[src/sv/oal_pkg.sv]
package oal_pkg;

   // List geometry
   localparam int DEPTH   = 16;
   localparam int IDX_W   = $clog2(DEPTH);
   localparam int COUNT_W = 5;
   localparam int POS_W   = 5;
   localparam int FOUND_W = 4;
   localparam int VAL_W   = 32;

   localparam logic [COUNT_W-1:0] FULL_COUNT = COUNT_W'(DEPTH);

   typedef enum logic [1:0] {
      ACT_GET    = 2'd0,
      ACT_INSERT = 2'd1,
      ACT_REMOVE = 2'd2,
      ACT_SEARCH = 2'd3
   } action_type;

   typedef enum logic [1:0] {
      ST_OK      = 2'd0,
      ST_RANGE   = 2'd1,
      ST_FULL    = 2'd2,
      ST_MISSING = 2'd3
   } status_type;

   typedef struct packed {
      action_type         action;
      logic [POS_W-1:0]   position;
      logic [VAL_W-1:0]   item_value;
   } req_type;

   typedef struct packed {
      status_type           status;
      logic [VAL_W-1:0]     read_value;
      logic [FOUND_W-1:0]   found_position;
      logic [COUNT_W-1:0]   entry_count;
   } rsp_type;

endpackage

[src/sv/oal_core.sv]
module oal_core (
   input  logic             clock,
   input  logic             reset,
   input  logic             req_valid,
   output logic             req_ready,
   input  oal_pkg::req_type req,
   input  logic             out_free,
   output logic             rsp_valid,
   output oal_pkg::rsp_type rsp
);
   import oal_pkg::*;

   typedef enum logic [3:0] {
      S_IDLE,
      S_GET_WAIT,
      S_INS_STEP,
      S_INS_MOVE,
      S_REM_STEP,
      S_REM_MOVE,
      S_SRCH_RD,
      S_SRCH_CMP,
      S_DONE
   } state_type;

   state_type            state_ff, state_in;
   logic [POS_W-1:0]     pos_ff, pos_in;
   logic [VAL_W-1:0]     val_ff, val_in;
   logic [COUNT_W-1:0]   k_ff, k_in;
   logic [COUNT_W-1:0]   count_ff, count_in;
   status_type           status_ff, status_in;
   logic [VAL_W-1:0]     read_ff, read_in;
   logic [FOUND_W-1:0]   found_ff, found_in;

   // List store with one read and one write port, registered read
   logic [VAL_W-1:0]     mem [DEPTH];
   logic [VAL_W-1:0]     rd_data_ff;
   logic [IDX_W-1:0]     mem_ra;
   logic [IDX_W-1:0]     mem_wa;
   logic [VAL_W-1:0]     mem_wd;
   logic                 mem_we;

   logic [COUNT_W-1:0]   k_dec;
   logic [COUNT_W-1:0]   k_inc;

   assign k_dec = k_ff - COUNT_W'(1);
   assign k_inc = k_ff + COUNT_W'(1);

   always_ff @(posedge clock) begin
      if (mem_we) begin
         mem[mem_wa] <= mem_wd;
      end
      rd_data_ff <= mem[mem_ra];
   end

   always_comb begin
      state_in  = state_ff;
      pos_in    = pos_ff;
      val_in    = val_ff;
      k_in      = k_ff;
      count_in  = count_ff;
      status_in = status_ff;
      read_in   = read_ff;
      found_in  = found_ff;
      mem_ra    = k_ff[IDX_W-1:0];
      mem_wa    = k_ff[IDX_W-1:0];
      mem_wd    = rd_data_ff;
      mem_we    = 1'b0;
      rsp_valid = 1'b0;

      unique case (state_ff)
         S_IDLE: begin
            if (req_valid) begin
               pos_in    = req.position;
               val_in    = req.item_value;
               status_in = ST_OK;
               read_in   = '0;
               found_in  = '0;
               unique case (req.action)
                  ACT_GET: begin
                     if (req.position >= count_ff) begin
                        status_in = ST_RANGE;
                        state_in  = S_DONE;
                     end else begin
                        mem_ra   = req.position[IDX_W-1:0];
                        state_in = S_GET_WAIT;
                     end
                  end
                  ACT_INSERT: begin
                     if (req.position > count_ff) begin
                        status_in = ST_RANGE;
                        state_in  = S_DONE;
                     end else if (count_ff == FULL_COUNT) begin
                        status_in = ST_FULL;
                        state_in  = S_DONE;
                     end else begin
                        k_in     = count_ff;
                        state_in = S_INS_STEP;
                     end
                  end
                  ACT_REMOVE: begin
                     if (req.position >= count_ff) begin
                        status_in = ST_RANGE;
                        state_in  = S_DONE;
                     end else begin
                        k_in     = req.position;
                        state_in = S_REM_STEP;
                     end
                  end
                  ACT_SEARCH: begin
                     k_in     = '0;
                     state_in = S_SRCH_RD;
                  end
                  default: begin
                     state_in = S_IDLE;
                  end
               endcase
            end
         end
         S_GET_WAIT: begin
            read_in  = rd_data_ff;
            state_in = S_DONE;
         end
         S_INS_STEP: begin
            if (k_ff > pos_ff) begin
               mem_ra   = k_dec[IDX_W-1:0];
               state_in = S_INS_MOVE;
            end else begin
               mem_we   = 1'b1;
               mem_wa   = pos_ff[IDX_W-1:0];
               mem_wd   = val_ff;
               count_in = count_ff + COUNT_W'(1);
               state_in = S_DONE;
            end
         end
         S_INS_MOVE: begin
            mem_we   = 1'b1;
            k_in     = k_dec;
            state_in = S_INS_STEP;
         end
         S_REM_STEP: begin
            if (k_inc < count_ff) begin
               mem_ra   = k_inc[IDX_W-1:0];
               state_in = S_REM_MOVE;
            end else begin
               count_in = count_ff - COUNT_W'(1);
               state_in = S_DONE;
            end
         end
         S_REM_MOVE: begin
            mem_we   = 1'b1;
            k_in     = k_inc;
            state_in = S_REM_STEP;
         end
         S_SRCH_RD: begin
            if (k_ff < count_ff) begin
               state_in = S_SRCH_CMP;
            end else begin
               status_in = ST_MISSING;
               state_in  = S_DONE;
            end
         end
         S_SRCH_CMP: begin
            if (rd_data_ff == val_ff) begin
               found_in = k_ff[FOUND_W-1:0];
               state_in = S_DONE;
            end else begin
               k_in     = k_inc;
               state_in = S_SRCH_RD;
            end
         end
         S_DONE: begin
            if (out_free) begin
               rsp_valid = 1'b1;
               state_in  = S_IDLE;
            end
         end
         default: begin
            state_in = S_IDLE;
         end
      endcase
   end

   always_ff @(posedge clock) begin
      if (reset) begin
         state_ff <= S_IDLE;
         count_ff <= '0;
      end else begin
         state_ff <= state_in;
         count_ff <= count_in;
      end
      pos_ff    <= pos_in;
      val_ff    <= val_in;
      k_ff      <= k_in;
      status_ff <= status_in;
      read_ff   <= read_in;
      found_ff  <= found_in;
   end

   assign req_ready          = (state_ff == S_IDLE);
   assign rsp.status         = status_ff;
   assign rsp.read_value     = read_ff;
   assign rsp.found_position = found_ff;
   assign rsp.entry_count    = count_ff;

endmodule

[src/sv/ordered_array_list_unit.sv]
// Ordered list of up to 16 signed 32-bit entries with an entry count. Each request
// transaction carries get, insert, remove or search; one response transaction follows
// per request and always reports the count after the request. Requests are taken one
// at a time: req_tready is high only while the sequencer is idle. A list store with one
// read and one write port and a registered read is the one shared unit, so each entry
// moved passes through a read step and a write step, and each entry compared through a
// read step and a compare step. An insert shifts the entries from the position up one
// place, a remove shifts those above the position down one, and a search stops at the
// lowest matching index. Every request ends in a done state that hands the result to
// the response register before the return to idle. The response sits in an output
// register, so the next request is accepted while it waits for rsp_tready; while that
// register is still full, the sequencer holds its finished result and takes
// nothing new.
// Entries are not cleared at reset; only entries below the count are ever read back.
module ordered_array_list_unit (
   input  logic        clock,
   input  logic        reset,
   // request channel
   input  logic        req_tvalid,
   output logic        req_tready,
   input  logic [39:0] req_tdata,   // position[4:0], item_value[36:5], zero fill
   input  logic [1:0]  req_tuser,   // action[1:0]
   // response channel
   output logic        rsp_tvalid,
   input  logic        rsp_tready,
   output logic [47:0] rsp_tdata,   // read_value[31:0], found_position[35:32],
                                    // entry_count[40:36], zero fill
   output logic [1:0]  rsp_tuser    // status[1:0]
);
   import oal_pkg::*;

   req_type core_req;
   rsp_type core_rsp;
   logic    core_rsp_valid;
   logic    out_free;

   // Output register: holds one finished response transaction
   logic    rsp_valid_ff, rsp_valid_in;
   rsp_type rsp_data_ff, rsp_data_in;

   assign core_req.action     = action_type'(req_tuser);
   assign core_req.position   = req_tdata[POS_W-1:0];
   assign core_req.item_value = req_tdata[POS_W +: VAL_W];

   // Slot is free if empty or being emptied this cycle
   assign out_free = !rsp_valid_ff || rsp_tready;

   oal_core u_core (
      .clock     (clock),
      .reset     (reset),
      .req_valid (req_tvalid),
      .req_ready (req_tready),
      .req       (core_req),
      .out_free  (out_free),
      .rsp_valid (core_rsp_valid),
      .rsp       (core_rsp)
   );

   always_comb begin
      rsp_valid_in = rsp_valid_ff;
      rsp_data_in  = rsp_data_ff;
      if (rsp_valid_ff && rsp_tready) begin
         rsp_valid_in = 1'b0;
      end
      if (core_rsp_valid) begin
         rsp_valid_in = 1'b1;
         rsp_data_in  = core_rsp;
      end
   end

   always_ff @(posedge clock) begin
      if (reset) begin
         rsp_valid_ff <= 1'b0;
      end else begin
         rsp_valid_ff <= rsp_valid_in;
      end
      rsp_data_ff <= rsp_data_in;
   end

   assign rsp_tvalid = rsp_valid_ff;
   assign rsp_tuser  = rsp_data_ff.status;
   assign rsp_tdata  = {7'b0, rsp_data_ff.entry_count, rsp_data_ff.found_position,
                        rsp_data_ff.read_value};

endmodule

[config.mk]
export PLATFORM = sky130hd
export DESIGN_NAME = ordered_array_list_unit
export DESIGN_NICKNAME = d
export VERILOG_FILES = /design/src/sv/oal_pkg.sv /design/src/sv/oal_core.sv /design/src/sv/ordered_array_list_unit.sv
export SDC_FILE = /design/constraint.sdc
export NUM_CORES = 1
export LEC_CHECK = 0
export BUFFER_PORTS_ARGS = -buffer_cell sky130_fd_sc_hd__buf_2
export CAP_MARGIN = 30
export CORE_MARGIN = 2
export CORE_UTILIZATION = 27
export DETAILED_ROUTE_END_ITERATION = 7
export GPL_TIMING_DRIVEN = 0
export PLACE_DENSITY = 0.42
export REMOVE_ABC_BUFFERS = 1
export SLEW_MARGIN = 20
export SYNTH_ARGS = -nofsm -noshare
export SYNTH_HDL_FRONTEND = slang
export SYNTH_SLANG_ARGS = --single-unit
[constraint.sdc]
create_clock -name clock -period 3.6 [get_ports clock]
set_input_delay 0.72 -clock clock [delete_from_list [all_inputs] [get_ports clock]]
set_output_delay 0.72 -clock clock [all_outputs]
set_load 0.02 [all_outputs]
==> run_results.csv, run 1 <==
group,metric,value,unit
global_route,grt_pass1_vias,17560,
logic_synthesis,synth_area,27650,µm²
pwr,vdd.ir_drop.worst,396.1,µV
logic_synthesis,synth_area_per_cell,14.92,µm²
placed_design,routabilityCongestion,0.7638,
critical_path,end_kind,"flip-flop",
clock_tree,htreeDepth,3,
hold_path,worstHoldEndpoint,"u_core.val_ff[12]$_DFFE_PP_",
logic_synthesis,yosys.area.top_type,"edfxtp_1",
timing,fin_crit_sh,97.61,%
logic_synthesis,synth-edff-count,635,
floorplanning,io_pins,98,
global_route,antenna_found_initial,3,
logic_synthesis,async_flop_share,0,%
clock_tree,clkSinkCount,677,
route,firstDrtPassIters,5,
finish,fin_util,35.16,%
critical_path,cp_max_fo,12,
timing,skew,35.93,ps
timing,max_slew.worst_pin.slew,1020,ps
critical_path,arrival,4000,ps
finish,register_area,19910,µm²
logic_synthesis,synthFlopType,"edfxtp_1",
global_route,grt_pass1_wl,128500,µm
logic_synthesis,ys_seq_area_share,72.01,%
floorplanning,fp.dieH,324.0,µm
floorplanning,start_util,27.21,%
clock_tree,root_buffer,"clkbuf_16",
floorplanning,fp.dieW,324.0,µm
critical_path,cp-start-kind,"flip-flop",
placed_design,place_ws,-2124,ps
finish,area_growth,29.22,%
floorplanning,dieArea,105000,µm²
logic_synthesis,synth.most_common_cell,"edfxtp_1",
critical_path,r2r_cells,17,
logic_synthesis,synth.top_cell.area_share,68.97,%
outcome,outcome,"completed",
route,wirelength,91480,µm
logic_synthesis,ys_types,68,
logic_synthesis,synthTopCellsByArea,"edfxtp_1 69%, o211ai_1 3.7%, dfxtp_1 3.0%, nand2_1 2.9%, mux2i_1 2.7%",
timing,final_max_slew_viol_count,0,
finish,nets,2183,
clock_tree,clkTransAtPathRegs,60,ps
critical_path,r2r_slack,90,ps
logic_synthesis,syn_inst,1853,
critical_path,required,4090,ps
global_route,overflow,0,
route,ant_nets,0,
floorplanning,rows,117,
clock_tree,clk-insertion-delay-late,650,ps
floorplanning,design.core.area,101600,µm²
clock_tree,clk_path_buf_depth,3,
critical_path,r2r_end,"u_core.rd_data_ff[11]$_DFF_P_",
hold_path,hold_depth,1,
finish,diodes,0,
hold_path,hold_class,"primary input to flip-flop",
route,viasPerCell,4.913,
route,drt_first_iter_violations,1608,
placed_design,dp.cells,3269,
critical_path,critPathKind,"flip-flop to flip-flop",
timing,finalSetupViolCount,0,
timing,layout_setup_ws,85.87,ps
logic_synthesis,yosys_warnings,0,
timing,hold_violations,0,
finish,multi_input_area,7735,µm²
logic_synthesis,synth.ff_latch_count,677,
clock_tree,cts_tree,"built",
route,via_count,17400,
finish,final_cells,3542,
pwr,cellPowerDensity,682.5,nW/µm²
finish,drive_above_1_share,26.22,%
route,drt_drc_violations_left,0,
pwr,power_leakage,12.41,nW
clock_tree,cts_buffers,79,
global_route,grt_max_degree,39,
global_route,grt.total_usage,17.25,%
placed_design,io_buffers,87,
timing,final.min_clock_period,3514,ps
placed_design,hpwl,53200,µm
route,wl_per_cell,25.83,µm
finish,fillers,9692,
timing,fmax,284.6,MHz
critical_path,worstReg2RegStart,"u_core.k_ff[1]$_DFFE_PP_",
hold_path,hp-start,"req_tdata[17]",
logic_synthesis,synth_common_cells,"635 x edfxtp_1, 213 x nand2_1, 137 x o211ai_1",
flow_run,maxCapViolations,0,
timing,relSlewSlack,31.36,%
## layer usage
| layer | GRT usage (%) | share of wire, % | vias to the layer above |
|---|---|---|---|
| met3 | 2.485 | 5.6 | 155 |
| li1 | - | - | 7714 |
| met4 | 5.679 | 3.4 | 0 |
| met2 | 27.28 | 46 | 584 |
| met1 | 24.27 | 46 | 8949 |
| met5 | 0 | 0 | - |
## layout by cell type, fill, tap and decap left out, types with 24 or more instances in the layout
master     Yosys  layout
a32o_1        45      44
o211ai_1     137     137
nand2_1      213     208
inv_1         86      84
dfxtp_1       42      39
clkbuf_16      0      83
a21oi_1       61      50
and2_1        37      35
edfxtp_1     635     635
mux2i_1       75      75
xor2_1        34      33
buf_16         0      45
buf_12         0      36
buf_4         12      83
ha_1          27      24
buf_2         31      88
mux2_2        54      54
## worst max path at each step
stage / start / endpoint / slack [ps] / depth (start not counted)
finish: u_core.k_ff[1]$_DFFE_PP_ / u_core.rd_data_ff[11]$_DFF_P_ / 90 / 17
global route: u_core.k_ff[1]$_DFFE_PP_ / u_core.rd_data_ff[11]$_DFF_P_ / -80 / 19
CTS: u_core.k_ff[1]$_DFFE_PP_ / u_core.rd_data_ff[5]$_DFF_P_ / 6 / 19
detailed placement: u_core.k_ff[1]$_DFFE_PP_ / u_core.rd_data_ff[3]$_DFF_P_ / -2120 / 14
global placement: u_core.k_ff[0]$_DFFE_PP_ / u_core.rd_data_ff[25]$_DFF_P_ / -20300 / 10
floorplan: u_core.k_ff[2]$_DFFE_PP_ / u_core.rd_data_ff[10]$_DFF_P_ / -7460 / 9
## worst max-delay path, cell delays in order, from the launching register on
cell       delay, ps
edfxtp_1         420
buf_6            150
buf_8            120
ha_4             170
nand3_4           80
xnor2_4           80
ha_4             310
nand3_2           90
and2_4           160
a21o_4           240
a41oi_4          280
buf_6            150
nor2_4            40
buf_16           130
buf_4            220
a2111oi_1        460
a311o_1          200
o32ai_2           90
## area by class of cell
class	count	share of cell area, %
flip-flops and latches	677	55.74
multi-input cells	982	21.65
repair buffers	278	9.775
clock buffers	101	5.821
well taps	1368	4.791
clock inverters	45	1.135
inverters	89	1.037
repair inverters	2	0.04903
## where the power goes
group | total (mW) | switching [mW] | internal [mW]
sequential | 10.4 | 0.321 | 10.1
combinational | 6.32 | 3.97 | 2.34
clock | 7.69 | 3.28 | 4.41
## flip-flops by register name, indices dropped and copies added (netlist names)
register,flops
rsp_tvalid,1
u_core.val_ff,32
rsp_tuser,2
u_core.mem,512
u_core.read_ff,32
u_core.found_ff,4
u_core.k_ff,5
u_core.status_ff,2
u_core.count_ff,5
u_core.rd_data_ff,32
u_core.pos_ff,5
u_core.state_ff,4
rsp_tdata,41
## per-stage QoR
step           TNS [ps]  instance area (µm²)  power, mW  hold WS, ps
3_3_place_gp   -7344170                29260      15.24        408.7
2_1_floorplan  -1170800                27110      13.21        400.3
6_report              0                35720      24.38        254.6
5_1_grt          -157.4                35720      25.35        216.3
3_5_place_dp    -331570                31200      15.50        404.5
4_1_cts               0                35230      24.34        213.1
## cells by family after synthesis
group                      share of synthesized area (%)
muxes                                              5.404
AOI/OAI and AO/OA                                  10.95
buffers and inverters                              3.222
xor gates and xnor gates                           1.299
DFF                                                72.01
and+or+nand+nor                                    5.802
adders and majority gates                          1.294
other                                            0.01356
## timing repair
action	in CTS	in global routing
setup endpoints to repair	545	86
gates cloned	22	3
hold buffers	0	0
buffers inserted	72	31
resized for setup	86	48
pin swaps	32	26
Power figures use the tool's default switching activity.
==> run 2: changes to the inputs <==
Settings changed: PLACE_DENSITY 0.42 to 0.4.
Clock period 3.6 ns to 3.8 ns, I/O delays scaled along.
==> run 2 against run 1 <==
Power decreased by 7.0%. Sequential cell count is the same. Via count decreased by 1.4%. Critical path type unchanged. Die area is the same. Largest cell class unchanged. Highest routed layer unchanged. Core utilization down 0.98 points. Fmax shrank 5.6%. Sequential share of layout area rose by 1.6 points. Final area shrank 2.8%. First-iteration DRC count down 5.8%.
==> run_results.csv, run 2 (synthesis results as in run 1) <==
group,metric,value,unit
global_route,overflow,0,
finish,final_cells,3490,
critical_path,end_kind,"flip-flop",
critical_path,crit_top_cell,"buf_12",
route,wl_per_cell,25.44,µm
finish,largest_reg_flops,512,
finish,mostFrequentLayoutCells,"635 x edfxtp_1, 209 x nand2_1, 137 x o211ai_1",
pwr,p_int,15.70,mW
clock_tree,cts_hold_buffers,0,
hold_path,hp-start,"req_tdata[24]",
clock_tree,clkTransAtPathRegs,60,ps
floorplanning,fp.dieW,324.0,µm
floorplanning,design.core.area,101600,µm²
global_route,grtUsageMet1,23.90,%
timing,rsz0062_at_grt,"true",
global_route,use_met3,2.822,%
flow_run,maxCapViolations,0,
timing,max_slew.worst_pin.slew,1040,ps
finish,drive_above_1_share,22.77,%
critical_path,crit_chain,"buf_6, buf_12, ha_1, nor2b_2, o31ai_4, a31o_4, buf_12, a32oi_1, nor2_4, buf_12, buf_12",
timing,hold_violations,0,
critical_path,cp-start-kind,"flip-flop",
pwr,cellPowerDensity,653.2,nW/µm²
clock_tree,cts_buffers,79,
placed_design,dpl-instance-area,31190,µm²
route,drt_first_iter_violations,1514,
route,wirelength,88780,µm
global_route,grt.total_usage,16.55,%
floorplanning,fp.dieH,324.0,µm
critical_path,cp_top_family,"compound AO/OA/AOI/OAI gates",
timing,final_max_slew_viol_count,0,
critical_path,r2r_slack,80,ps
finish,regMostFlops,"u_core.mem",
global_route,antenna_found_initial,1,
global_route,met2_usage,25.46,%
clock_tree,cts_tree,"built",
critical_path,worstReg2RegStart,"u_core.k_ff[1]$_DFFE_PP_",
pwr,power_leakage,11.97,nW
critical_path,crit_buf_inv,5,
global_route,grt_pass1_vias,16900,
pwr,switching_share,30.77,%
clock_tree,htreeDepth,3,
route,firstDrtPassIters,7,
global_route,grt_max_degree,41,
placed_design,hpwl,54710,µm
outcome,outcome,"completed",
global_route,grt_pass1_wl,123700,µm
hold_path,hold_class,"primary input to flip-flop",
placed_design,routabilityCongestion,0.7622,
placed_design,io_buffers,87,
critical_path,cpMaxStageDelayCell,"a31o_4",
clock_tree,clk-insertion-delay-late,650,ps
timing,finalSetupViolCount,0,
global_route,busiest_layer,"met2",
pwr,pwr-share-clk,33.1,%
pwr,finalPower,22.68,mW
critical_path,critPathMaxStageDelay,460,ps
timing,fmax,268.6,MHz
timing,holdWs,285.5,ps
timing,relSlewSlack,30.67,%
timing,final.min_clock_period,3723,ps
critical_path,arrival,4050,ps
finish,fillers,9794,
finish,finalInstanceArea,34730,µm²
timing,skew,48.89,ps
floorplanning,io_pins,98,
route,via_count,17160,
critical_path,crit_start,"u_core.k_ff[1]$_DFFE_PP_",
pwr,p_comb_share,23.5,%
finish,nets,2130,
critical_path,cp_max_fo,19,
placed_design,dp.cells,3272,
clock_tree,clkSinkCount,677,
critical_path,required,4130,ps
finish,final_common_cell,"edfxtp_1",
pwr,seqPwrFrac,43.4,%
route,ant_nets,0,
pwr,switchingPower,6.980,mW
timing,fin_crit_sh,97.96,%
floorplanning,rows,117,
finish,area_growth,25.62,%
floorplanning,start_util,27.21,%
pwr,vdd.ir_drop.worst,311.8,µV
clock_tree,clk_path_buf_depth,3,
floorplanning,dieArea,105000,µm²
critical_path,critPathKind,"flip-flop to flip-flop",
clock_tree,root_buffer,"clkbuf_16",
route,viasPerCell,4.916,
route,drt_drc_violations_left,0,
-- run 2: cell count changes in the layout (fill, tap and decap cells not counted), moves of 8 or more --
| cell | delta |
|---|---|
| clkbuf_8 | +8 |
| clkbuf_1 | +9 |
| buf_16 | -10 |
| o32ai_2 | -8 |
| o32ai_1 | +8 |
| a21oi_2 | -9 |
| clkinv_1 | -12 |
| a21oi_1 | +10 |
| buf_4 | -26 |
-- run 2: path summary, 6_finish.rpt --
kind / endpoint / depth (start not counted)
max: u_core.mem[7][14]$_DFFE_PP_ / 11
min: u_core.val_ff[19]$_DFFE_PP_ / 1
max reg2reg: u_core.mem[7][14]$_DFFE_PP_ / 11
min reg2reg: rsp_tdata[23]$_DFFE_PP_ / 0
-- run 2: per-stage QoR --
step / setup slack [ps] / utilization [%] / TNS, ps
finish: 77.43 / 34.19 / 0
global route: -33.57 / 34.19 / -114.2
CTS: 6.704 / 33.77 / 0
detailed placement: -1698 / 30.70 / -172620
global placement: -20300 / 28.80 / -7166830
floorplan: -7264 / - / -1014540
-- run 2: cell type report --
class                   instances  area, µm²  share of cell area (%)
flip-flops and latches        677      19910                   57.33
multi-input cells             979       7440                   21.42
repair buffers                229       2736                   7.879
clock buffers                 118       2223                   6.402
well taps                    1368       1712                   4.928
inverters                      89      362.8                   1.045
clock inverters                28      335.3                  0.9655
repair inverters                1      8.758                 0.02522
diodes                          1      2.502                0.007205
-- run 2: power groups by stage --
| stage | clock network [mW] | registers (mW) | logic (mW) |
|---|---|---|---|
| after floorplan | 0 | 9.92 | 2.59 |
| after global placement | 0 | 10.1 | 4.44 |
| after detailed placement | 0 | 10.0 | 4.76 |
| after CTS | 7.70 | 9.86 | 5.11 |
| after global routing | 7.97 | 9.91 | 5.72 |
| final | 7.50 | 9.86 | 5.33 |
-- run 2: metal layers --
metal	routed length [µm]	up-vias
li1	-	7598
met1	41540	8865
met2	39730	554
met3	5066	139
met4	2438	0
met5	0	-
-- run 2: what timing repair did --
item | CTS | global route
setup endpoints to repair | 453 | 32
gates cloned | 6 | 5
gates resized for setup | 40 | 24
buffers inserted | 40 | 19
pin swaps | 20 | 8
